## src/hw/rtl/c_subset_lexer_top_defines.svh

```systemverilog
// Assertion macros shared by the lexer RTL; they expect clk and rst_n in scope.
`ifndef C_SUBSET_LEXER_TOP_DEFINES_SVH
`define C_SUBSET_LEXER_TOP_DEFINES_SVH

// Checks a condition at every clock edge outside reset.
`define CSL_ASSERT_ALWAYS(label, cond, msg) \
    label: assert property (@(posedge clk) disable iff (!rst_n) (cond)) else $error(msg);

// Checks that a condition holds in the cycle after a trigger.
`define CSL_ASSERT_NEXT(label, trig, cond, msg) \
    label: assert property (@(posedge clk) disable iff (!rst_n) (trig) |=> (cond)) \
        else $error(msg);

`endif

```

## src/hw/rtl/csl_pkg.sv

```systemverilog
// Package with the lexer's types, codes, constants and character classifiers.
`timescale 1ns / 1ps

package csl_pkg;

    localparam int POSITION_WIDTH_DEF = 16;
    localparam int LENGTH_WIDTH_DEF   = 8;
    localparam int QUEUE_DEPTH        = 4;

    typedef enum logic [1:0] {
        MODE_IDLE,
        MODE_IDENT,
        MODE_INTLIT
    } scan_mode_t;

    // Token kinds as they appear on the kind port.
    localparam logic [3:0] KIND_IDENT    = 4'd0;
    localparam logic [3:0] KIND_INT      = 4'd1;
    localparam logic [3:0] KIND_RETURN   = 4'd2;
    localparam logic [3:0] KIND_INTLIT   = 4'd3;
    localparam logic [3:0] KIND_LBRACE   = 4'd4;
    localparam logic [3:0] KIND_RBRACE   = 4'd5;
    localparam logic [3:0] KIND_LPAREN   = 4'd6;
    localparam logic [3:0] KIND_RPAREN   = 4'd7;
    localparam logic [3:0] KIND_SEMI     = 4'd8;
    localparam logic [3:0] KIND_LBRACKET = 4'd9;
    localparam logic [3:0] KIND_RBRACKET = 4'd10;
    localparam logic [3:0] KIND_COMMA    = 4'd11;
    localparam logic [3:0] KIND_INVALID  = 4'd12;

    // Keyword prefix tracker: the prefixes of "int" and of "return".
    localparam logic [3:0] KW_NONE   = 4'd0;
    localparam logic [3:0] KW_I      = 4'd1;
    localparam logic [3:0] KW_IN     = 4'd2;
    localparam logic [3:0] KW_INT    = 4'd3;
    localparam logic [3:0] KW_R      = 4'd4;
    localparam logic [3:0] KW_RE     = 4'd5;
    localparam logic [3:0] KW_RET    = 4'd6;
    localparam logic [3:0] KW_RETU   = 4'd7;
    localparam logic [3:0] KW_RETUR  = 4'd8;
    localparam logic [3:0] KW_RETURN = 4'd9;

    localparam logic [7:0] CH_NUL     = 8'h00;
    localparam logic [7:0] CH_NEWLINE = 8'h0A;
    localparam logic [7:0] CH_TAB     = 8'h09;
    localparam logic [7:0] CH_CR      = 8'h0D;
    localparam logic [7:0] CH_SPACE   = 8'h20;
    localparam logic [7:0] CH_UNDER   = 8'h5F;

    typedef struct packed {
        logic [3:0]  kind;
        logic [15:0] line;
        logic [15:0] column;
        logic [7:0]  length;
    } tok_t;

    // All tokens caused by one input byte; the head is always present.
    typedef struct packed {
        tok_t head;
        logic tail_valid;
        tok_t tail;
    } pkt_t;

    function automatic logic is_letter(input logic [7:0] c);
        return (c >= "a" && c <= "z") || (c >= "A" && c <= "Z") || c == CH_UNDER;
    endfunction

    function automatic logic is_digit(input logic [7:0] c);
        return c >= "0" && c <= "9";
    endfunction

    function automatic logic is_space(input logic [7:0] c);
        return c == CH_SPACE || (c >= CH_TAB && c <= CH_CR);
    endfunction

    function automatic logic is_punct(input logic [7:0] c);
        return c == "{" || c == "}" || c == "(" || c == ")" ||
               c == ";" || c == "[" || c == "]" || c == ",";
    endfunction

    function automatic logic [3:0] punct_kind(input logic [7:0] c);
        logic [3:0] k;
        unique case (c)
            "{":     k = KIND_LBRACE;
            "}":     k = KIND_RBRACE;
            "(":     k = KIND_LPAREN;
            ")":     k = KIND_RPAREN;
            ";":     k = KIND_SEMI;
            "[":     k = KIND_LBRACKET;
            "]":     k = KIND_RBRACKET;
            ",":     k = KIND_COMMA;
            default: k = KIND_INVALID;
        endcase
        return k;
    endfunction

    // Advances the keyword prefix by one identifier byte.
    function automatic logic [3:0] kw_next(input logic [3:0] p, input logic [7:0] c);
        logic [3:0] n;
        n = KW_NONE;
        if ((p == KW_I && c == "n") || (p == KW_IN && c == "t") ||
            (p == KW_R && c == "e") || (p == KW_RE && c == "t") ||
            (p == KW_RET && c == "u") || (p == KW_RETU && c == "r") ||
            (p == KW_RETUR && c == "n"))
        begin
            n = p + 4'd1;
        end
        return n;
    endfunction

endpackage

```

## src/hw/rtl/csl_front.sv

```systemverilog
// Front end: takes source bytes, tracks position and the open token, builds token packets.
`timescale 1ns / 1ps

module csl_front #(
    parameter int POSITION_WIDTH = csl_pkg::POSITION_WIDTH_DEF,
    parameter int LENGTH_WIDTH   = csl_pkg::LENGTH_WIDTH_DEF
) (
    input  logic          clk,
    input  logic          rst_n,
    input  logic          in_valid,
    output logic          in_ready,
    input  logic [7:0]    ch,
    input  logic          end_of_text,
    output logic          push_valid,
    input  logic          push_ready,
    output csl_pkg::pkt_t push_pkt
);
    import csl_pkg::*;

    localparam logic [POSITION_WIDTH-1:0] POS_MAX = {POSITION_WIDTH{1'b1}};
    localparam logic [POSITION_WIDTH-1:0] POS_ONE = POSITION_WIDTH'(1);
    localparam logic [LENGTH_WIDTH-1:0]   LEN_MAX = {LENGTH_WIDTH{1'b1}};
    localparam logic [LENGTH_WIDTH-1:0]   LEN_ONE = LENGTH_WIDTH'(1);

    scan_mode_t                mode_reg, mode_next, mode_mid;
    logic [POSITION_WIDTH-1:0] line_reg, line_next;
    logic [POSITION_WIDTH-1:0] col_reg, col_next;
    logic [POSITION_WIDTH-1:0] tok_line_reg, tok_line_next;
    logic [POSITION_WIDTH-1:0] tok_col_reg, tok_col_next;
    logic [LENGTH_WIDTH-1:0]   tok_len_reg, tok_len_next;
    logic [3:0]                kw_reg, kw_next_val;

    logic is_zero, letter, digit, consumed, pending;
    logic flush_valid, single_valid, last_valid, tail_any, accept;
    tok_t flush_tok, single_tok, last_tok, tail_tok;

    function automatic logic [15:0] sat_pos(input logic [POSITION_WIDTH-1:0] v);
        logic [31:0] w;
        w = 32'(v);
        return (w > 32'h0000_FFFF) ? 16'hFFFF : w[15:0];
    endfunction

    function automatic logic [7:0] sat_len(input logic [LENGTH_WIDTH-1:0] v);
        logic [15:0] w;
        w = 16'(v);
        return (w > 16'h00FF) ? 8'hFF : w[7:0];
    endfunction

    function automatic logic [3:0] ident_kind(input logic [3:0] kw);
        return (kw == KW_INT) ? KIND_INT : ((kw == KW_RETURN) ? KIND_RETURN : KIND_IDENT);
    endfunction

    assign in_ready = push_ready;
    assign accept   = in_valid && in_ready;

    always_comb
    begin
        is_zero  = (ch == CH_NUL);
        letter   = is_letter(ch);
        digit    = is_digit(ch);
        pending  = (mode_reg == MODE_IDENT) || (mode_reg == MODE_INTLIT);
        consumed = !is_zero && (((mode_reg == MODE_IDENT) && (letter || digit)) ||
                                ((mode_reg == MODE_INTLIT) && digit));

        // The open token is closed by any byte that does not continue it.
        flush_valid      = pending && !consumed;
        flush_tok.kind   = (mode_reg == MODE_IDENT) ? ident_kind(kw_reg) : KIND_INTLIT;
        flush_tok.line   = sat_pos(tok_line_reg);
        flush_tok.column = sat_pos(tok_col_reg);
        flush_tok.length = sat_len(tok_len_reg);

        // Punctuation and unknown bytes are one-byte tokens of their own.
        single_valid      = !is_zero && !consumed && !letter && !digit && !is_space(ch);
        single_tok.kind   = is_punct(ch) ? punct_kind(ch) : KIND_INVALID;
        single_tok.line   = sat_pos(line_reg);
        single_tok.column = sat_pos(col_reg);
        single_tok.length = 8'd1;

        // Open-token state after this byte, before the end-of-text flush.
        mode_mid      = MODE_IDLE;
        tok_line_next = tok_line_reg;
        tok_col_next  = tok_col_reg;
        tok_len_next  = tok_len_reg;
        kw_next_val   = KW_NONE;
        if (consumed)
        begin
            mode_mid     = mode_reg;
            tok_len_next = (tok_len_reg != LEN_MAX) ? tok_len_reg + LEN_ONE : tok_len_reg;
            kw_next_val  = kw_next(kw_reg, ch);
        end
        else if (!is_zero && (letter || digit))
        begin
            mode_mid      = letter ? MODE_IDENT : MODE_INTLIT;
            tok_line_next = line_reg;
            tok_col_next  = col_reg;
            tok_len_next  = LEN_ONE;
            if (letter && ch == "i")
            begin
                kw_next_val = KW_I;
            end
            else if (letter && ch == "r")
            begin
                kw_next_val = KW_R;
            end
        end

        last_valid      = !is_zero && end_of_text && (mode_mid != MODE_IDLE);
        last_tok.kind   = (mode_mid == MODE_IDENT) ? ident_kind(kw_next_val) : KIND_INTLIT;
        last_tok.line   = sat_pos(tok_line_next);
        last_tok.column = sat_pos(tok_col_next);
        last_tok.length = sat_len(tok_len_next);

        tail_any = single_valid || last_valid;
        tail_tok = single_valid ? single_tok : last_tok;

        push_valid          = in_valid && (flush_valid || tail_any);
        push_pkt.head       = flush_valid ? flush_tok : tail_tok;
        push_pkt.tail_valid = flush_valid && tail_any;
        push_pkt.tail       = tail_tok;

        // Position counters.
        if (is_zero || end_of_text)
        begin
            mode_next = MODE_IDLE;
            line_next = POS_ONE;
            col_next  = POS_ONE;
        end
        else
        begin
            mode_next = mode_mid;
            if (ch == CH_NEWLINE)
            begin
                line_next = (line_reg != POS_MAX) ? line_reg + POS_ONE : line_reg;
                col_next  = POS_ONE;
            end
            else
            begin
                line_next = line_reg;
                col_next  = (col_reg != POS_MAX) ? col_reg + POS_ONE : col_reg;
            end
        end
    end

    always_ff @(posedge clk or negedge rst_n)
    begin
        if (!rst_n)
        begin
            mode_reg <= MODE_IDLE;
            line_reg <= POS_ONE;
            col_reg  <= POS_ONE;
            kw_reg   <= KW_NONE;
        end
        else if (accept)
        begin
            mode_reg <= mode_next;
            line_reg <= line_next;
            col_reg  <= col_next;
            kw_reg   <= kw_next_val;
        end
    end

    always_ff @(posedge clk or negedge rst_n)
    begin
        if (!rst_n)
        begin
            tok_line_reg <= '0;
            tok_col_reg  <= '0;
            tok_len_reg  <= '0;
        end
        else if (accept)
        begin
            tok_line_reg <= tok_line_next;
            tok_col_reg  <= tok_col_next;
            tok_len_reg  <= tok_len_next;
        end
    end

endmodule

```

## src/hw/rtl/csl_queue.sv

```systemverilog
// Small FIFO of token packets between the front end and the back end.
`timescale 1ns / 1ps

module csl_queue #(
    parameter int DEPTH = csl_pkg::QUEUE_DEPTH
) (
    input  logic          clk,
    input  logic          rst_n,
    input  logic          push_valid,
    output logic          push_ready,
    input  csl_pkg::pkt_t push_pkt,
    output logic          pop_valid,
    input  logic          pop_ready,
    output csl_pkg::pkt_t pop_pkt
);
    import csl_pkg::*;

    localparam int PTR_W = $clog2(DEPTH);
    localparam int CNT_W = $clog2(DEPTH + 1);
    localparam logic [PTR_W-1:0] PTR_LAST = PTR_W'(DEPTH - 1);
    localparam logic [CNT_W-1:0] CNT_FULL = CNT_W'(DEPTH);

    pkt_t             entry_reg [DEPTH];
    logic [PTR_W-1:0] wr_ptr_reg, wr_ptr_next;
    logic [PTR_W-1:0] rd_ptr_reg, rd_ptr_next;
    logic [CNT_W-1:0] count_reg, count_next;
    logic             do_push, do_pop;

    assign push_ready = (count_reg != CNT_FULL);
    assign pop_valid  = (count_reg != '0);
    assign pop_pkt    = entry_reg[rd_ptr_reg];
    assign do_push    = push_valid && push_ready;
    assign do_pop     = pop_valid && pop_ready;

    always_comb
    begin
        wr_ptr_next = wr_ptr_reg;
        rd_ptr_next = rd_ptr_reg;
        count_next  = count_reg;
        if (do_push)
        begin
            wr_ptr_next = (wr_ptr_reg == PTR_LAST) ? '0 : wr_ptr_reg + PTR_W'(1);
        end
        if (do_pop)
        begin
            rd_ptr_next = (rd_ptr_reg == PTR_LAST) ? '0 : rd_ptr_reg + PTR_W'(1);
        end
        if (do_push && !do_pop)
        begin
            count_next = count_reg + CNT_W'(1);
        end
        else if (do_pop && !do_push)
        begin
            count_next = count_reg - CNT_W'(1);
        end
    end

    always_ff @(posedge clk or negedge rst_n)
    begin
        if (!rst_n)
        begin
            wr_ptr_reg <= '0;
            rd_ptr_reg <= '0;
            count_reg  <= '0;
        end
        else
        begin
            wr_ptr_reg <= wr_ptr_next;
            rd_ptr_reg <= rd_ptr_next;
            count_reg  <= count_next;
        end
    end

    always_ff @(posedge clk)
    begin
        if (do_push)
        begin
            entry_reg[wr_ptr_reg] <= push_pkt;
        end
    end

endmodule

```

## src/hw/rtl/csl_back.sv

```systemverilog
// Back end: holds one packet and hands its tokens out one transfer at a time.
`timescale 1ns / 1ps

module csl_back (
    input  logic          clk,
    input  logic          rst_n,
    input  logic          pop_valid,
    output logic          pop_ready,
    input  csl_pkg::pkt_t pop_pkt,
    output logic          out_valid,
    input  logic          out_ready,
    output logic [3:0]    kind,
    output logic [15:0]   start_line,
    output logic [15:0]   start_column,
    output logic [7:0]    length,
    output logic          last_of_run
);
    import csl_pkg::*;

    pkt_t pkt_reg;
    logic full_reg, full_next;
    logic second_reg, second_next;
    logic xfer, finishing, load;
    tok_t cur_tok;

    assign cur_tok      = second_reg ? pkt_reg.tail : pkt_reg.head;
    assign out_valid    = full_reg;
    assign kind         = cur_tok.kind;
    assign start_line   = cur_tok.line;
    assign start_column = cur_tok.column;
    assign length       = cur_tok.length;
    assign last_of_run  = second_reg || !pkt_reg.tail_valid;

    assign xfer      = out_valid && out_ready;
    assign finishing = xfer && last_of_run;
    assign pop_ready = !full_reg || finishing;
    assign load      = pop_valid && pop_ready;

    always_comb
    begin
        full_next   = full_reg;
        second_next = second_reg;
        if (load)
        begin
            full_next   = 1'b1;
            second_next = 1'b0;
        end
        else if (finishing)
        begin
            full_next   = 1'b0;
            second_next = 1'b0;
        end
        else if (xfer)
        begin
            second_next = 1'b1;
        end
    end

    always_ff @(posedge clk or negedge rst_n)
    begin
        if (!rst_n)
        begin
            full_reg   <= 1'b0;
            second_reg <= 1'b0;
        end
        else
        begin
            full_reg   <= full_next;
            second_reg <= second_next;
        end
    end

    always_ff @(posedge clk)
    begin
        if (load)
        begin
            pkt_reg <= pop_pkt;
        end
    end

endmodule

```

## src/hw/rtl/c_subset_lexer_top.sv

```systemverilog
// Top level of the byte-serial lexer for a small C subset.
`timescale 1ns / 1ps
`include "c_subset_lexer_top_defines.svh"

//  Channel | Handshake            | Payload
//  --------+----------------------+--------------------------------------------------
//  input   | in_valid / in_ready  | ch, end_of_text
//  output  | out_valid / out_ready| kind, start_line, start_column, length, last_of_run
//
// One source byte is taken per cycle while the queue has room. The front end
// classifies the byte and updates the position counters in the same cycle, so
// bytes can follow each other back to back; every byte that closes or forms
// tokens pushes one packet of one or two tokens into a four-entry queue. The
// back end delivers one token per transfer, so a byte that yields two tokens
// uses the output for two transfers, and the queue absorbs such bursts. A token
// is written into the queue when its byte is transferred and is then loaded
// into the back end's packet register before it is offered on the output.
// Reset is asynchronous and needs no clearing pass; the lexer is ready at once.
// A stall on the output only stops the input once the queue is full.

module c_subset_lexer_top #(
    parameter int POSITION_WIDTH = csl_pkg::POSITION_WIDTH_DEF,
    parameter int LENGTH_WIDTH   = csl_pkg::LENGTH_WIDTH_DEF
) (
    input  logic        clk,
    input  logic        rst_n,
    input  logic        in_valid,
    output logic        in_ready,
    input  logic [7:0]  ch,
    input  logic        end_of_text,
    output logic        out_valid,
    input  logic        out_ready,
    output logic [3:0]  kind,
    output logic [15:0] start_line,
    output logic [15:0] start_column,
    output logic [7:0]  length,
    output logic        last_of_run
);
    import csl_pkg::*;

    // Packets of tokens travel from the front end into the queue.
    logic push_valid, push_ready;
    pkt_t push_pkt;

    // The back end pulls packets from the queue as it frees up.
    logic pop_valid, pop_ready;
    pkt_t pop_pkt;

    // The front end owns all scanner state: mode, position, open token and
    // keyword prefix. It only accepts a byte when the queue has room.
    csl_front #(
        .POSITION_WIDTH (POSITION_WIDTH),
        .LENGTH_WIDTH   (LENGTH_WIDTH)
    ) u_front (
        .clk         (clk),
        .rst_n       (rst_n),
        .in_valid    (in_valid),
        .in_ready    (in_ready),
        .ch          (ch),
        .end_of_text (end_of_text),
        .push_valid  (push_valid),
        .push_ready  (push_ready),
        .push_pkt    (push_pkt)
    );

    csl_queue #(
        .DEPTH (QUEUE_DEPTH)
    ) u_queue (
        .clk        (clk),
        .rst_n      (rst_n),
        .push_valid (push_valid),
        .push_ready (push_ready),
        .push_pkt   (push_pkt),
        .pop_valid  (pop_valid),
        .pop_ready  (pop_ready),
        .pop_pkt    (pop_pkt)
    );

    // The back end splits a packet into its tokens and marks the last one.
    csl_back u_back (
        .clk          (clk),
        .rst_n        (rst_n),
        .pop_valid    (pop_valid),
        .pop_ready    (pop_ready),
        .pop_pkt      (pop_pkt),
        .out_valid    (out_valid),
        .out_ready    (out_ready),
        .kind         (kind),
        .start_line   (start_line),
        .start_column (start_column),
        .length       (length),
        .last_of_run  (last_of_run)
    );

    // Conditions watched by the assertions below.
    logic head_of_pair, tail_shown, token_ok;
    assign head_of_pair = out_valid && out_ready && !last_of_run;
    assign tail_shown   = out_valid && last_of_run;
    assign token_ok     = !out_valid || (kind <= KIND_INVALID && length != 8'd0 &&
                                         start_line != 16'd0 && start_column != 16'd0);

    // A token that is not the last of its byte is always followed by the last one.
    `CSL_ASSERT_NEXT(a_pair_completes, head_of_pair, tail_shown, "second token missing")

    // Every delivered token has a known kind and a nonzero position and length.
    `CSL_ASSERT_ALWAYS(a_token_fields_sane, token_ok, "token fields out of range")

endmodule
```

## config.mk

```make
export PLATFORM = sky130hd
export DESIGN_NAME = c_subset_lexer_top
export DESIGN_NICKNAME = d
export VERILOG_FILES = /design/src/hw/rtl/csl_pkg.sv /design/src/hw/rtl/csl_front.sv /design/src/hw/rtl/csl_queue.sv /design/src/hw/rtl/csl_back.sv /design/src/hw/rtl/c_subset_lexer_top.sv
export VERILOG_INCLUDE_DIRS = /design/src /design/src/hw/rtl
export SDC_FILE = /design/constraint.sdc
export NUM_CORES = 1
export LEC_CHECK = 0
export BUFFER_PORTS_ARGS = -buffer_cell sky130_fd_sc_hd__buf_4
export CAP_MARGIN = 40
export CORE_MARGIN = 4
export CORE_UTILIZATION = 35
export DETAILED_ROUTE_END_ITERATION = 8
export PLACE_DENSITY_LB_ADDON = 0.25
export RECOVER_POWER = 50
export SYNTH_ARGS = -nofsm -noshare
export SYNTH_HDL_FRONTEND = slang
export SYNTH_SLANG_ARGS = --single-unit
export TNS_END_PERCENT = 20
```

## constraint.sdc

```tcl
create_clock -name clk -period 21.1 [get_ports clk]
set_clock_uncertainty 0.1 [all_clocks]
set_input_delay 3.165 -clock clk [delete_from_list [all_inputs] [get_ports clk]]
set_output_delay 3.165 -clock clk [all_outputs]
set_load 0.1 [all_outputs]
```

==> results of run 1 <==
[stage by stage]
stage          cell area, µm²  cells  setup slack (ps)  total power (W)
3_5_place_dp            23500   2107             13790          0.00278
4_1_cts                 25100   2207             14410          0.00367
2_1_floorplan           22100   1254             11860          0.00246
6_report                24900   2207             13280          0.00360
3_3_place_gp            23400   2103             13870          0.00275
5_1_grt                 24900   2207             12340          0.00377
[final timing paths]
path | to | cells after the start
min in group asynchronous | u_back.second_reg$_DFFE_PN0P_ | 1
min | u_front.tok_line_reg[8]$_DFFE_PN0P_ | 2
min reg2reg | u_front.tok_line_reg[8]$_DFFE_PN0P_ | 2
max reg2reg | u_back.pkt_reg[25]$_DFFE_PP_ | 4
max | u_back.pkt_reg[82]$_DFFE_PP_ | 5
max in group asynchronous | u_queue.rd_ptr_reg[1]$_DFFE_PN0P_ | 2
[cell usage after synthesis, drive strengths merged (11+ instances only)]
cell type and n:
nand2 68, clkbuf 26, a21oi 29, xor2 12, mux4 89, nor4 11
mux2 125, and2 13, edfxtp 445, nand2b 12, dfrtp 85, nand3 24
ha 15, and3 11, nor2 46, inv 23, buf 37, nor3 16
xnor2 12, o21ai 58
[layout make-up]
| type | count | area, µm² |
|---|---|---|
| clock buffers | 71 | 1490 |
| clock inverters | 29 | 134 |
| fillers | 5587 | 37100 |
| inverters | 23 | 86.3 |
| multi-input cells | 636 | 6060 |
| flip-flops and latches | 532 | 15500 |
| well taps | 837 | 1050 |
| repair buffers | 79 | 562 |
[cells by family (layout without fill, tap and decap cells)]
family                     after synthesis  after routing  share of synthesized area (%)
xor gates and xnor gates                24             24                          0.952
and+or+nand+nor                        243            243                           5.76
DFF                                    532            532                           70.4
muxes                                  216            216                           16.0
buffers and inverters                   86            202                           1.91
AOI/OAI and AO/OA                      137            137                           4.05
adders and majority gates               16             16                          0.941
[tightest hold or removal path, delay by kind of cell (launching register included)]
| family | cells | cell delay (ps) |
|---|---|---|
| AOI/OAI and AO/OA | 1 | 60 |
| DFF | 1 | 360 |
| and+or+nand+nor | 1 | 50 |
[metal layers]
layer | GRT usage, % | vias up | wire length [µm]
met5 | 0 | - | 0
met4 | 3.64 | 0 | 855
met3 | 2.13 | 60 | 1600
met2 | 22.5 | 201 | 22100
met1 | 18.6 | 5801 | 20500
li1 | - | 5090 | -
[power breakdown]
part,switching [W],internal (W),total [W]
combinational,0.000817,0.000368,0.00118
sequential,0.0000983,0.00143,0.00153
clock,0.000385,0.000494,0.000880
==> results_dict.tcl, run 1 <==
set metrics [dict create \
    crit_family "buffers and inverters" \
    slew_headroom_pct -125 \
    path_clk_slew_ps 60 \
    cts-resized-gates 0 \
    max_cap_viol_count 11 \
    synth-seq-cells 532 \
    fin_crit_ps 7820 \
    num-nets-final 1355 \
    critical_path.cell_chain "clkbuf_1 > nand2_1 > a21oi_4 > clkbuf_1 > clkbuf_1" \
    grt_pass1_wl_um 70500 \
    grt_start_max_net_pins 55 \
    dp.final_hpwl_um 26000 \
    synth_enable_flop_cells 445 \
    crit_required_ps 21120 \
    post-cts-setup-buffers 0 \
    ys_async_sr_fraction_pct 16.4 \
    path_buf_inv 3 \
    final_common_cell "edfxtp_1" \
    hold_viol 0 \
    vdd_drop_max_mv 0.109 \
    crit_fanout 54 \
    wl_per_cell_um 20.4 \
    fin_crit_sh_pct 37.1 \
    drc_errors 0 \
    tns_ps 0 \
    synth_cells 1254 \
    synth_top_cell_by_area "edfxtp_1" \
    insertion_delay_ps 590 \
    portBuffers 59 \
    synthToLayoutAreaGrowth_pct 12.9 \
    cts_hold_buf 0 \
    start_util_pct 35.6 \
    max_freq_ghz 0.128 \
    synth_fp_nets 1283 \
    leakagePower_nw 8.67 \
    firstDrtPassIters 7 \
    dieWidth_um 259 \
    cp_common_cell "clkbuf_1" \
    ys_types 75 \
    grt_pass1_vias 11800 \
    ff2ff_setup_slack_ps 13840 \
    maxSlewViolCount 383 \
    violations "max-capacitance violations, max-slew violations" \
    synth_area_leaders "edfxtp_1 61%, dfrtp_1 9.6%, mux4_2 9.1%" \
    rsz0062_at_grt "false" \
    cts_buffers 54 \
    die_y_um 259 \
    hp-start "u_front.tok_line_reg[8]$_DFFE_PN0P_" \
    avgSynthCellArea_um2 17.6 \
    overflow 0 \
    drive_gt1_share_pct 24.7 \
    yosys_warnings 0 \
    r2r_start "u_queue.rd_ptr_reg[0]$_DFFE_PN0P_" \
    worstMarginPinSlew_ps 3380 \
    clock_tree.root_cell "clkbuf_16" \
    startpoint "out_ready" \
    io_pins 60 \
    outcome "finished with violations" \
    antenna-diode-count 0 \
    dieArea_um2 67200 \
    ys.flop_type "edfxtp_1" \
    wirelength_um 45000 \
    ys_seq_area_share_pct 70.4 \
    synth_area_um2 22100 \
    final_util_pct 40.2 \
    vias_per_cell 5.05 \
    critPathKind "in2reg" \
    critical-path-max-stage-delay_ps 2490 \
    powerDensity_nw_per_um2 144 \
    detail-route-antenna-nets 0 \
    worstPathArrival_ps 7840 \
    htreeDepth 2 \
    largest_reg_flops 356 \
    cts_tree "built" \
    antenna_found_initial 0 \
    cp-end-kind "flop" \
    hold_ws_ps 404 \
    grt_use_total_pct 13.5 \
    drt-initial-drc-count 657 \
    setup_viol 0 \
    place_congestion 0.849 \
    synth_top_area_share_pct 60.5 \
    core_area_um2 62100 \
    cp-start-kind "input port" \
    cts.sinks 532 \
    hold_path_class "reg2reg" \
    layout_common_cells "445 x edfxtp_1, 89 x mux4_2, 83 x dfrtp_1, 72 x mux2_2, 67 x nand2_1" \
    clockBufferDepth 3 \
    slowest_stage "clkbuf_1" \
    rows 91 \
    num_vias 11200 \
]
No activity file was read; power rests on OpenSTA's default activity.
==> inputs of run 2 (changes only) <==
==> constraint.sdc (replaced) <==
create_clock -name clk -period 7 [get_ports clk]
set_clock_uncertainty 0.1 [all_clocks]
set_input_delay 1.05 -clock clk [delete_from_list [all_inputs] [get_ports clk]]
set_output_delay 1.05 -clock clk [all_outputs]
set_load 0.1 [all_outputs]
==> results_dict.tcl, run 2 (same netlist as run 1, synthesis figures left out) <==
set metrics [dict create \
    outcome "finished with violations" \
    violations "max-capacitance violations, max-slew violations" \
    r2r_cells 7 \
    max_cap_viol_count 6 \
    drt-initial-drc-count 808 \
    dieArea_um2 67200 \
    layout_common_cells "445 x edfxtp_1, 89 x mux4_2, 83 x dfrtp_1, 72 x mux2_2, 68 x buf_4" \
    leakagePower_nw 8.84 \
    hold_viol 0 \
    portBuffers 59 \
    largest_reg_flops 356 \
    cts-resized-gates 0 \
    max_freq_ghz 0.190 \
    ff2ff_setup_slack_ps 2130 \
    highest_layer "met4" \
    wirelength_um 45000 \
    grt_use_total_pct 13.4 \
    final_common_cell "edfxtp_1" \
    dp.final_hpwl_um 26500 \
    synthToLayoutAreaGrowth_pct 14.4 \
    die_y_um 259 \
    tns_ps 0 \
    startpoint "ch[6]" \
    multi_input_comb_area_um2 6040 \
    core_area_um2 62100 \
    dr_wl_met3_um 1680 \
    rsz0062_at_grt "false" \
    place_congestion 0.828 \
    dieWidth_um 259 \
    fillCellCount 5552 \
    r2r_end "u_queue.entry_reg[3][32]$_DFFE_PP_" \
    worstMarginPinSlew_ps 2980 \
    grt_pass1_wl_um 70500 \
    grt_start_max_net_pins 54 \
    path_clk_slew_ps 60 \
    cp-start-kind "input port" \
    worstPathArrival_ps 5280 \
    vias_per_cell 5.10 \
    met1_length_um 20800 \
    start_util_pct 35.6 \
    r2r_start "u_front.mode_reg[1]$_DFFE_PN0P_" \
    clockBufferDepth 3 \
    detail-route-antenna-nets 0 \
    firstDrtPassIters 5 \
    io_pins 60 \
    post-cts-setup-buffers 0 \
    grt_pass1_vias 11900 \
    hold_ws_ps 403 \
    cp-end-kind "flop" \
    vdd_drop_max_mv 0.355 \
    slew_headroom_pct -99.0 \
    fin_crit_ps 5250 \
    wl_per_cell_um 20.3 \
    powerDensity_nw_per_um2 442 \
    crit_fanout 39 \
    cts.sinks 532 \
    met2_length_um 21500 \
    cts_hold_buf 0 \
    setup_viol 0 \
    maxSlewViolCount 222 \
    setup.worst_path.end "u_queue.entry_reg[3][32]$_DFFE_PP_" \
    crit_required_ps 7030 \
    htreeDepth 2 \
    cts_tree "built" \
    clock_tree.root_cell "clkbuf_16" \
    num_vias 11300 \
    final_util_pct 40.7 \
    drive_gt1_share_pct 25.6 \
    hold_path_class "reg2reg" \
    rows 91 \
    overflow 0 \
    critPathKind "in2reg" \
    drc_errors 0 \
    cts_buffers 55 \
    fin_crit_sh_pct 75.0 \
    ff_latch_area_um2 15500 \
    num-nets-final 1363 \
    antenna_found_initial 0 \
    insertion_delay_ps 590 \
]
[run 2: area by class of cell]
type,count,share of cell area (%)
antenna,1,0.00990
sequential,532,61.5
clock buffer,75,5.99
multi-input combinational,636,23.9
timing repair buffer,86,2.80
inverter,23,0.342
tap,837,4.14
clock inverter,27,1.26
[run 2: how the worst min path moves through the flow]
stage | start | endpoint | slack, ps | depth (start not counted)
finish | u_front.tok_col_reg[12]$_DFFE_PN0P_ | u_front.tok_col_reg[12]$_DFFE_PN0P_ | 400 | 2
global route | u_front.tok_line_reg[5]$_DFFE_PN0P_ | u_front.tok_line_reg[5]$_DFFE_PN0P_ | 440 | 2
CTS | rst_n | u_back.out_valid$_DFFE_PN0N_ | 330 | 1
detailed placement | u_front.tok_line_reg[9]$_DFFE_PN0P_ | u_front.tok_line_reg[9]$_DFFE_PN0P_ | 400 | 2
global placement | u_front.tok_line_reg[8]$_DFFE_PN0P_ | u_front.tok_line_reg[8]$_DFFE_PN0P_ | 390 | 2
floorplan | u_front.tok_col_reg[12]$_DFFE_PN0P_ | u_front.tok_col_reg[12]$_DFFE_PN0P_ | 370 | 2
[run 2: power breakdown]
part,internal [W],switching [W],total [W]
registers,0.00431,0.000267,0.00458
logic,0.00115,0.00249,0.00364
clock network,0.00177,0.00119,0.00296
[run 2: layer usage]
| metal | GRT usage, % | vias up |
|---|---|---|
| li1 | - | 5117 |
| met1 | 18.9 | 5908 |
| met2 | 21.9 | 209 |
| met3 | 2.01 | 62 |
| met4 | 3.97 | 0 |
| met5 | 0 | - |
[run 2: metrics by stage]
step | worst slack (ps) | cells | total power (W) | area (µm²)
after floorplan | 1450 | 1254 | 0.00739 | 22100
after global placement | 2150 | 2107 | 0.00829 | 23400
after detailed placement | 2160 | 2114 | 0.00839 | 23600
after CTS | 2790 | 2216 | 0.0114 | 25400
after global routing | 1480 | 2216 | 0.0117 | 25300
final | 1750 | 2217 | 0.0112 | 25300
[run 2: worst max-delay path: stages]
cell and delay [ps]:
clkbuf_1 370, nor2b_1 320, o211ai_2 150, o22a_1 380
nand2_2 130, clkbuf_1 2110, o21ai_0 730
